[src/hw/rtl/ilc_pkg.sv]
// ----------------------------------------------------------------------------
// Integer literal converter package
// Character codes, state encodings and helper functions for the converter.
// ----------------------------------------------------------------------------
package ilc_pkg;

  // Character codes
  localparam logic [7:0] CH_PLUS  = "+";
  localparam logic [7:0] CH_MINUS = "-";
  localparam logic [7:0] CH_UNDER = "_";
  localparam logic [7:0] CH_SPACE = " ";
  localparam logic [7:0] CH_TAB   = 8'h09;
  localparam logic [7:0] CH_LF    = 8'h0A;
  localparam logic [7:0] CH_VT    = 8'h0B;
  localparam logic [7:0] CH_FF    = 8'h0C;
  localparam logic [7:0] CH_CR    = 8'h0D;
  localparam logic [7:0] CH_0     = "0";
  localparam logic [7:0] CH_1     = "1";
  localparam logic [7:0] CH_2     = "2";
  localparam logic [7:0] CH_3     = "3";
  localparam logic [7:0] CH_4     = "4";
  localparam logic [7:0] CH_6     = "6";
  localparam logic [7:0] CH_8     = "8";
  localparam logic [7:0] CH_9     = "9";
  localparam logic [7:0] CH_UA    = "A";
  localparam logic [7:0] CH_UZ    = "Z";
  localparam logic [7:0] CH_LA    = "a";
  localparam logic [7:0] CH_LZ    = "z";
  localparam logic [7:0] CH_LB    = "b";
  localparam logic [7:0] CH_LI    = "i";
  localparam logic [7:0] CH_LO    = "o";
  localparam logic [7:0] CH_LX    = "x";

  // Digit value for a character that is no digit at all
  localparam logic [5:0] DIGIT_NONE = 6'd37;

  typedef enum logic [2:0] {
    PH_START  = 3'd0,  // expecting sign, space or digit
    PH_SIGNED = 3'd1,  // after sign or space
    PH_FIRST  = 3'd2,  // after first digit
    PH_BODY   = 3'd3,  // inside literal body
    PH_DONE   = 3'd4,  // literal ended, rest of token ignored
    PH_NAN    = 3'd5   // not a number
  } phase_e;

  typedef enum logic [1:0] {
    RADIX_DEC = 2'd0,
    RADIX_HEX = 2'd1,
    RADIX_OCT = 2'd2,
    RADIX_BIN = 2'd3
  } radix_e;

  typedef enum logic [1:0] {
    ST_OK       = 2'd0,
    ST_INVALID  = 2'd1,
    ST_OVERFLOW = 2'd2,
    ST_NAN      = 2'd3
  } status_e;

  typedef enum logic [1:0] {
    W8  = 2'd0,
    W16 = 2'd1,
    W32 = 2'd2,
    W64 = 2'd3
  } width_e;

  // Snapshot of the token state taken on its last character
  typedef struct packed {
    logic [63:0] acc;
    radix_e      radix;
    logic        neg;
    logic        seen;
    status_e     err;
    logic [15:0] sfx;
    logic [1:0]  pos;
    logic        num;   // a literal was started (phase first, body or done)
  } fin_t;

  // Result word
  typedef struct packed {
    logic [63:0] value;
    width_e      width;
    status_e     status;
  } res_t;

  function automatic logic is_white_char(input logic [7:0] c);
    return (c == CH_SPACE) || (c == CH_FF) || (c == CH_TAB) ||
           (c == CH_VT) || (c == CH_LF) || (c == CH_CR);
  endfunction

  function automatic logic is_dec(input logic [7:0] c);
    return (c >= CH_0) && (c <= CH_9);
  endfunction

  function automatic logic is_lit(input logic [7:0] c);
    return ((c >= CH_UA) && (c <= CH_UZ)) || ((c >= CH_LA) && (c <= CH_LZ)) ||
           is_dec(c) || (c == CH_UNDER);
  endfunction

  function automatic logic [5:0] digit_of(input logic [7:0] c);
    logic [7:0] v;
    v = 8'd0;
    if (is_dec(c)) begin
      v = c - CH_0;
    end else if ((c >= CH_LA) && (c <= CH_LZ)) begin
      v = c - CH_LA + 8'd10;
    end else if ((c >= CH_UA) && (c <= CH_UZ)) begin
      v = c - CH_UA + 8'd10;
    end else begin
      v = {2'b00, DIGIT_NONE};
    end
    return v[5:0];
  endfunction

  function automatic logic [5:0] base_of(input radix_e r);
    logic [5:0] b;
    case (r)
      RADIX_DEC: b = 6'd10;
      RADIX_HEX: b = 6'd16;
      RADIX_OCT: b = 6'd8;
      RADIX_BIN: b = 6'd2;
      default:   b = 6'd10;
    endcase
    return b;
  endfunction

  // Width from the held suffix (32 bits when there is none): bit 2 set means an invalid suffix
  function automatic logic [2:0] held_width(input logic [1:0] pos,
                                            input logic [15:0] sfx);
    logic [2:0] w;
    w = 3'b100;
    if (pos == 2'd0) begin
      w = {1'b0, W32};
    end else if (pos == 2'd2 && sfx[7:0] == CH_8) begin
      w = {1'b0, W8};
    end else if (pos == 2'd3) begin
      if (sfx[7:0] == CH_1 && sfx[15:8] == CH_6) begin
        w = {1'b0, W16};
      end else if (sfx[7:0] == CH_3 && sfx[15:8] == CH_2) begin
        w = {1'b0, W32};
      end else if (sfx[7:0] == CH_6 && sfx[15:8] == CH_4) begin
        w = {1'b0, W64};
      end
    end
    return w;
  endfunction

endpackage

[src/hw/rtl/integer_literal_converter.sv]
// ----------------------------------------------------------------------------
// Integer literal converter
// Reads a literal token one character per word and returns its 64-bit
// sign-extended value, width and status on the token's last character.
// ----------------------------------------------------------------------------
//
//  channel  | dir | tdata                 | tuser                    | tlast
//  ---------+-----+-----------------------+--------------------------+-----------
//  s_axis   | in  | [7:0] ch              | -                        | last_char
//  m_axis   | out | [63:0] value (signed) | [1:0] width_code,        | -
//           |     |                       | [3:2] status             |
//
//  One character is taken every cycle while s_axis_tready is high; the
//  character loop (a 64-bit multiply-by-radix add with overflow check)
//  updates the token state in the cycle it is accepted. After the last
//  character the token passes the finish stage (range check, negate,
//  sign-extend), then the output register. s_axis_tready drops only
//  while both the finish stage and the output register hold words and
//  m_axis_tready is low. Reset (rst_ni low) clears the token state and
//  empties both stages.
module integer_literal_converter (
  input  logic        clk_i,
  input  logic        rst_ni,
  input  logic        s_axis_tvalid,
  output logic        s_axis_tready,
  input  logic [7:0]  s_axis_tdata,   // [7:0] ch
  input  logic        s_axis_tlast,   // last_char
  output logic        m_axis_tvalid,
  input  logic        m_axis_tready,
  output logic [63:0] m_axis_tdata,   // [63:0] value
  output logic [3:0]  m_axis_tuser    // [1:0] width_code, [3:2] status
);

  // Token state
  logic [63:0]          acc_q, acc_d;
  ilc_pkg::radix_e      radix_q, radix_d;
  ilc_pkg::phase_e      phase_q, phase_d;
  logic                 neg_q, neg_d;
  logic                 seen_q, seen_d;
  ilc_pkg::status_e     err_q, err_d;
  logic [15:0]          sfx_q, sfx_d;
  logic [1:0]           pos_q, pos_d;

  // Per-character next values
  logic [63:0]          n_acc;
  ilc_pkg::radix_e      n_radix;
  ilc_pkg::phase_e      n_phase;
  logic                 n_neg;
  logic                 n_seen;
  ilc_pkg::status_e     n_err;
  logic [15:0]          n_sfx;
  logic [1:0]           n_pos;

  logic [7:0]           ch;
  logic [5:0]           dig;
  logic [67:0]          prod;
  logic                 keep;
  logic                 in_acc;

  // Pipeline stages
  ilc_pkg::fin_t        fin_q, fin_d;
  logic                 fin_valid_q;
  ilc_pkg::res_t        res_q, res_d;
  logic                 res_valid_q;
  logic                 out_ready;
  logic                 fin_ready;

  assign ch        = s_axis_tdata;
  assign dig       = ilc_pkg::digit_of(ch);
  assign out_ready = !res_valid_q || m_axis_tready;
  assign fin_ready = !fin_valid_q || out_ready;
  assign s_axis_tready = fin_ready;
  assign in_acc    = s_axis_tvalid && fin_ready;

  // Accumulate: acc * radix + digit, carry-out in the top four bits
  always_comb begin
    case (radix_q)
      ilc_pkg::RADIX_DEC: prod = {1'b0, acc_q, 3'b000} + {3'b000, acc_q, 1'b0}
                                 + {64'd0, dig[3:0]};
      ilc_pkg::RADIX_HEX: prod = {acc_q, 4'b0000} + {64'd0, dig[3:0]};
      ilc_pkg::RADIX_OCT: prod = {1'b0, acc_q, 3'b000} + {64'd0, dig[3:0]};
      ilc_pkg::RADIX_BIN: prod = {3'b000, acc_q, 1'b0} + {64'd0, dig[3:0]};
      default:            prod = {4'd0, acc_q};
    endcase
  end

  // Apply one character to the token state
  always_comb begin
    n_acc   = acc_q;
    n_radix = radix_q;
    n_phase = phase_q;
    n_neg   = neg_q;
    n_seen  = seen_q;
    n_err   = err_q;
    n_sfx   = sfx_q;
    n_pos   = pos_q;
    keep    = 1'b0;
    case (phase_q)
      ilc_pkg::PH_START, ilc_pkg::PH_SIGNED: begin
        if (phase_q == ilc_pkg::PH_START &&
            (ch == ilc_pkg::CH_PLUS || ch == ilc_pkg::CH_MINUS)) begin
          n_neg   = (ch == ilc_pkg::CH_MINUS);
          n_phase = ilc_pkg::PH_SIGNED;
        end else if (ilc_pkg::is_white_char(ch)) begin
          n_phase = ilc_pkg::PH_SIGNED;
        end else if (ilc_pkg::is_dec(ch)) begin
          n_acc   = {56'd0, ch - ilc_pkg::CH_0};
          n_seen  = 1'b1;
          n_phase = ilc_pkg::PH_FIRST;
        end else begin
          n_phase = ilc_pkg::PH_NAN;
        end
      end
      ilc_pkg::PH_FIRST, ilc_pkg::PH_BODY: begin
        if (!ilc_pkg::is_lit(ch)) begin
          // literal ends here; the finish stage does the range work
          n_phase = ilc_pkg::PH_DONE;
        end else if (phase_q == ilc_pkg::PH_FIRST && acc_q == 64'd0 &&
                     (ch == ilc_pkg::CH_LX || ch == ilc_pkg::CH_LO ||
                      ch == ilc_pkg::CH_LB)) begin
          if (ch == ilc_pkg::CH_LX) begin
            n_radix = ilc_pkg::RADIX_HEX;
          end else if (ch == ilc_pkg::CH_LO) begin
            n_radix = ilc_pkg::RADIX_OCT;
          end else begin
            n_radix = ilc_pkg::RADIX_BIN;
          end
          n_seen  = 1'b0;
          n_phase = ilc_pkg::PH_BODY;
        end else begin
          n_phase = ilc_pkg::PH_BODY;
          if (pos_q != 2'd0) begin
            // extend or drop the held suffix
            if (pos_q == 2'd1) begin
              keep = (ch == ilc_pkg::CH_1) || (ch == ilc_pkg::CH_3) ||
                     (ch == ilc_pkg::CH_6) || (ch == ilc_pkg::CH_8);
            end else if (pos_q == 2'd2) begin
              keep = (sfx_q[7:0] == ilc_pkg::CH_1 && ch == ilc_pkg::CH_6) ||
                     (sfx_q[7:0] == ilc_pkg::CH_3 && ch == ilc_pkg::CH_2) ||
                     (sfx_q[7:0] == ilc_pkg::CH_6 && ch == ilc_pkg::CH_4);
            end
            if (keep) begin
              if (pos_q == 2'd1) begin
                n_sfx[7:0] = ch;
              end else begin
                n_sfx[15:8] = ch;
              end
              n_pos = pos_q + 2'd1;
            end else begin
              if (err_q == ilc_pkg::ST_OK) n_err = ilc_pkg::ST_INVALID;
              n_pos = 2'd0;
              n_sfx = 16'd0;
            end
          end else if (ch == ilc_pkg::CH_LI) begin
            n_pos = 2'd1;
            n_sfx = 16'd0;
          end else if (ch != ilc_pkg::CH_UNDER) begin
            if (dig >= ilc_pkg::base_of(radix_q)) begin
              if (err_q == ilc_pkg::ST_OK) n_err = ilc_pkg::ST_INVALID;
            end else begin
              n_seen = 1'b1;
              if (err_q == ilc_pkg::ST_OK) begin
                if (prod[67:64] != 4'd0) begin
                  n_err = ilc_pkg::ST_OVERFLOW;
                end else begin
                  n_acc = prod[63:0];
                end
              end
            end
          end
        end
      end
      default: begin
        // done or not a number: ignore the rest of the token
      end
    endcase
  end

  // Next token state: clear after the last character
  always_comb begin
    acc_d   = acc_q;
    radix_d = radix_q;
    phase_d = phase_q;
    neg_d   = neg_q;
    seen_d  = seen_q;
    err_d   = err_q;
    sfx_d   = sfx_q;
    pos_d   = pos_q;
    if (in_acc) begin
      if (s_axis_tlast) begin
        acc_d   = 64'd0;
        radix_d = ilc_pkg::RADIX_DEC;
        phase_d = ilc_pkg::PH_START;
        neg_d   = 1'b0;
        seen_d  = 1'b0;
        err_d   = ilc_pkg::ST_OK;
        sfx_d   = 16'd0;
        pos_d   = 2'd0;
      end else begin
        acc_d   = n_acc;
        radix_d = n_radix;
        phase_d = n_phase;
        neg_d   = n_neg;
        seen_d  = n_seen;
        err_d   = n_err;
        sfx_d   = n_sfx;
        pos_d   = n_pos;
      end
    end
  end

  always_ff @(posedge clk_i or negedge rst_ni) begin
    if (!rst_ni) begin
      acc_q   <= 64'd0;
      radix_q <= ilc_pkg::RADIX_DEC;
      phase_q <= ilc_pkg::PH_START;
      neg_q   <= 1'b0;
      seen_q  <= 1'b0;
      err_q   <= ilc_pkg::ST_OK;
      sfx_q   <= 16'd0;
      pos_q   <= 2'd0;
    end else begin
      acc_q   <= acc_d;
      radix_q <= radix_d;
      phase_q <= phase_d;
      neg_q   <= neg_d;
      seen_q  <= seen_d;
      err_q   <= err_d;
      sfx_q   <= sfx_d;
      pos_q   <= pos_d;
    end
  end

  // Snapshot of the token on its last character
  always_comb begin
    fin_d.acc   = n_acc;
    fin_d.radix = n_radix;
    fin_d.neg   = n_neg;
    fin_d.seen  = n_seen;
    fin_d.err   = n_err;
    fin_d.sfx   = n_sfx;
    fin_d.pos   = n_pos;
    fin_d.num   = (n_phase == ilc_pkg::PH_FIRST) || (n_phase == ilc_pkg::PH_BODY) ||
                  (n_phase == ilc_pkg::PH_DONE);
  end

  always_ff @(posedge clk_i or negedge rst_ni) begin
    if (!rst_ni) begin
      fin_valid_q <= 1'b0;
    end else if (fin_ready) begin
      fin_valid_q <= in_acc && s_axis_tlast;
    end
  end

  always_ff @(posedge clk_i) begin
    if (in_acc && s_axis_tlast) begin
      fin_q <= fin_d;
    end
  end

  // Finish: suffix and digit checks, range check, negate or sign-extend
  logic [2:0]        hw;
  ilc_pkg::status_e  ferr;
  ilc_pkg::width_e   fw;
  logic [63:0]       mag;
  logic [63:0]       half;
  logic [63:0]       sext;
  logic              ge_half;
  logic              above_w;

  always_comb begin
    hw   = ilc_pkg::held_width(fin_q.pos, fin_q.sfx);
    mag  = fin_q.acc;
    fw   = ilc_pkg::width_e'(hw[1:0]);
    ferr = fin_q.err;
    if (ferr == ilc_pkg::ST_OK && hw[2]) ferr = ilc_pkg::ST_INVALID;
    if (ferr == ilc_pkg::ST_OK && !fin_q.seen) ferr = ilc_pkg::ST_INVALID;

    case (fw)
      ilc_pkg::W8: begin
        ge_half = |mag[63:7];
        above_w = |mag[63:8];
        half    = 64'h0000_0000_0000_0080;
        sext    = {{56{mag[7]}}, mag[7:0]};
      end
      ilc_pkg::W16: begin
        ge_half = |mag[63:15];
        above_w = |mag[63:16];
        half    = 64'h0000_0000_0000_8000;
        sext    = {{48{mag[15]}}, mag[15:0]};
      end
      ilc_pkg::W32: begin
        ge_half = |mag[63:31];
        above_w = |mag[63:32];
        half    = 64'h0000_0000_8000_0000;
        sext    = {{32{mag[31]}}, mag[31:0]};
      end
      default: begin
        ge_half = mag[63];
        above_w = 1'b0;
        half    = 64'h8000_0000_0000_0000;
        sext    = mag;
      end
    endcase

    res_d.value  = 64'd0;
    res_d.width  = ilc_pkg::W32;
    res_d.status = ilc_pkg::ST_OK;
    if (!fin_q.num) begin
      res_d.status = ilc_pkg::ST_NAN;
    end else if (ferr != ilc_pkg::ST_OK) begin
      res_d.status = ferr;
    end else if (fin_q.neg) begin
      if (ge_half && mag != half) begin
        res_d.status = ilc_pkg::ST_OVERFLOW;
      end else begin
        res_d.value = 64'd0 - mag;
        res_d.width = fw;
      end
    end else if (fin_q.radix == ilc_pkg::RADIX_DEC) begin
      if (ge_half) begin
        res_d.status = ilc_pkg::ST_OVERFLOW;
      end else begin
        res_d.value = mag;
        res_d.width = fw;
      end
    end else begin
      if (above_w) begin
        res_d.status = ilc_pkg::ST_OVERFLOW;
      end else begin
        res_d.value = sext;
        res_d.width = fw;
      end
    end
  end

  // Output register
  always_ff @(posedge clk_i or negedge rst_ni) begin
    if (!rst_ni) begin
      res_valid_q <= 1'b0;
    end else if (out_ready) begin
      res_valid_q <= fin_valid_q;
    end
  end

  always_ff @(posedge clk_i) begin
    if (out_ready && fin_valid_q) begin
      res_q <= res_d;
    end
  end

  assign m_axis_tvalid = res_valid_q;
  assign m_axis_tdata  = res_q.value;
  assign m_axis_tuser  = {res_q.status, res_q.width};

endmodule
[config.mk]
export PLATFORM = sky130hd
export DESIGN_NAME = integer_literal_converter
export DESIGN_NICKNAME = d
export VERILOG_FILES = /design/src/hw/rtl/ilc_pkg.sv /design/src/hw/rtl/integer_literal_converter.sv
export SDC_FILE = /design/constraint.sdc
export NUM_CORES = 1
export LEC_CHECK = 0
export BUFFER_PORTS_ARGS = -buffer_cell sky130_fd_sc_hd__buf_4
export CAP_MARGIN = 10
export CORE_ASPECT_RATIO = 1.1
export CORE_MARGIN = 5
export CORE_UTILIZATION = 35
export CTS_BUF_LIST = sky130_fd_sc_hd__clkbuf_2 sky130_fd_sc_hd__clkbuf_4 sky130_fd_sc_hd__clkbuf_8
export DETAILED_ROUTE_END_ITERATION = 8
export HOLD_SLACK_MARGIN = 0.05
export PLACE_DENSITY_LB_ADDON = 0.3
export SLEW_MARGIN = 20
export SYNTH_ARGS = -nofsm -noshare
export SYNTH_HDL_FRONTEND = slang
export SYNTH_SLANG_ARGS = --single-unit
[constraint.sdc]
create_clock -name clk_i -period 6.3 [get_ports clk_i]
set_input_delay 0.63 -clock clk_i [delete_from_list [all_inputs] [get_ports clk_i]]
set_output_delay 0.63 -clock clk_i [all_outputs]
set_load 0.01 [all_outputs]
==> flow_summary.toml <==
[run_status]
outcome = "finished, final reports clean"

[hold_path]
hp-start = "m_axis_tready"
hp-class = "input pin to register"
holdPathStages = 3
whs_endpoint = "m_axis_tvalid"

[global_route]
antenna_found_initial = 2
grt_pass1_wl_mm = 123
grt_pass1_vias = 20800
grt_max_degree = 71
overflow = 0
track_usage_pct = 21.9

[clocking]
cts_root_buffer = "clkbuf_8"
cts_tree = "done"
postCtsSetupBuffers = 0
cts.path.max_buffers = 3
cts_buffers = 36
clk_pin_slew_ns = 0.07
clock_sinks = 250
h-tree-depth = 2
worstSkewPairLatency_ns = 0.55

[detailed_routing]
firstDrtPassIters = 7
drcViolationCount = 0
wl_mm = 79.8
via_per_inst = 6.12
antenna_left = 0
drt-initial-drc-count = 2077
via_count = 21800
post_drt_wl_per_cell_microns = 22.4

[setup_path]
crit_required_ns = 6.57
start_kind = "input pin"
rr_endpoint = "m_axis_tdata[32]"
regToRegSetupSlack_ns = 1.17
rr_worst_depth = 13
worst-path-max-fanout = 14
slowest_stage = "or4b_1"
r2r_start = "fin_q[18]"
slowest_delay_ns = 0.47
end_kind = "register"
worstSetupPathType = "input pin to register"
cp_common_cell = "buf_4"
crit_arrival_ns = 6.12

[floorplan]
dieArea_sq_mm = 0.0690
die_w_microns = 251
start_util_pct = 35.2
die_y_microns = 275
ios = 83
core_area_sq_mm = 0.0635
rows = 97

[timing]
whs_ns = 0.371
fmax_mhz = 171
finalCritPeriodShare_pct = 92.8
period_needed_ns = 5.84
rsz0062_at_grt = "false"
slew_headroom_pct = 31.2
clock_skew_ns = 0.0299
slew_viol_final = 0
worst_pin_slew_ns = 1.03
setup_viol = 0
hold_viol = 0

[yosys]
synth_area_sq_mm = 0.0224
yosys.area.top_type = "edfxtp_1"
synthArstFlopShare_pct = 37.2
yosysWarnings = 0
synth.avg_cell_area_sq_um = 8.46
yosys-top-cells-area = "edfxtp_1 21%, dfrtp_1 10%, ha_1 8.5%"
synth_top_area_share_pct = 21.1
synth_fp_nets = 2810
synth_edf_count = 157
ys_ff_latch = 250
synth_ff_type = "edfxtp_1"
synth.most_common_cell = "nor2_1"
synth_cell_types = 93
synthTopCellsByCount = "248 x nor2_1, 209 x nand2_1, 200 x a21oi_1, 166 x clkbuf_1, 157 x edfxtp_1"
synthCells = 2643
seq_area_frac_synth_pct = 31.5

[layout]
nFillCells = 6386
drive_above_1_share_pct = 12.4
fin_cells = 3561
num-nets-final = 2858
syn_to_final_growth_pct = 12.4

[place]
dp_hpwl_mm = 60.4
dp_cells = 3493
place_congestion = 0.983
portBuffers = 82

[pwr]
power.density_mw_per_mm2 = 146
p_leak_nw = 10.1
irDropWorstVdd_mv = 0.137

[job]
maxCapViolCount = 0
==> final cells by class <==
cell class                 count  area [sq um]  area share, %
antenna                        1          2.50        0.00996
clock buffer                  48           598           2.38
clock inverter                18           205          0.817
inverter                      78           294           1.17
multi-input combinational   2111         14200           56.7
sequential                   250          7040           28.0
tap                          841          1050           4.19
timing repair buffer         214          1680           6.70
==> power by group <==
group          switching (mW)  internal [mW]  total, mW  leakage (nW)
clock                   0.660          0.796       1.46         0.419
combinational           0.223          0.134      0.356          6.84
sequential             0.0495           1.80       1.85          2.81
==> cells in the final DEF (no fill, tap or decap), drive strengths merged, types with 78 or more instances in the layout <==
| cell | count |
|---|---|
| a21oi | 200 |
| buf | 213 |
| dfrtp | 93 |
| edfxtp | 157 |
| ha | 152 |
| inv | 78 |
| nand2 | 210 |
| nor2 | 248 |
| nor3 | 83 |
| o21ai | 149 |
| xnor2 | 101 |
| xor2 | 89 |
==> metrics by stage <==
step / instance area [sq um] / TNS (ns) / util [%] / power, mW / setup slack, ns
2_1_floorplan: 22400 / 0 / - / 2.08 / 0.0888
5_1_grt: 25100 / 0 / 39.6 / 3.80 / 0.0231
3_3_place_gp: 24300 / -23.75 / 38.3 / 2.23 / -0.277
3_5_place_dp: 24300 / -33.85 / 38.3 / 2.24 / -0.346
4_1_cts: 25100 / 0 / 39.6 / 3.70 / 0.242
6_report: 25100 / 0 / 39.6 / 3.66 / 0.456
==> sequential cells by signal (all words and copies together) (netlist names) <==
signal,count
acc_q,64
err_q,2
fin_q,25
fin_valid_q,1
m_axis_tdata,64
m_axis_tuser,4
m_axis_tvalid,1
mag,64
neg_q,1
phase_q,3
pos_q,2
radix_q,2
seen_q,1
sfx_q,16
==> critical path: cells and delay by family <==
kind / cells / cell delay, ns
compound gates: 13 / 3.00
simple gates: 4 / 0.71
xor+xnor: 1 / 0.24
buf+inv: 6 / 0.77
fa+ha+maj: 3 / 0.77
==> routing by layer <==
metal	part of all wire [%]	wire length, microns	vias up	GRT usage (%)
li1	-	-	10100	-
met1	43	34500	10400	30.0
met2	44	35500	1005	34.7
met3	7.1	5660	218	2.63
met4	5.2	4120	2	10.0
met5	0.015	12	-	0
==> cell families after synthesis <==
kind of cell	after synthesis	synth area share (%)
AO/OA/AOI/OAI	829	25.9
XOR/XNOR	190	7.45
adder cells (fa/ha/maj)	155	8.74
buffers and inverters	282	4.97
flip-flops	250	31.5
multiplexers	17	0.778
AND/OR/NAND/NOR	920	20.6
==> worst max-delay path by stage <==
stage | start | endpoint | slack [ns] | depth (start not counted)
after global routing | s_axis_tdata[1] | mag[3] | 0.02 | 27
after floorplan | s_axis_tdata[1] | mag[63] | 0.09 | 23
after CTS | s_axis_tdata[1] | mag[57] | 0.24 | 26
after global placement | s_axis_tdata[1] | mag[47] | -0.28 | 26
final | s_axis_tdata[1] | mag[6] | 0.46 | 27
after detailed placement | s_axis_tdata[1] | mag[47] | -0.35 | 26
==> repair_timing <==
action	4_1_cts	5_1_grt
hold endpoints to repair	23	0
endpoints found under the setup margin	0	127
gates resized for setup	0	5
hold buffers	1	0
(Power assumes the default switching activity.)
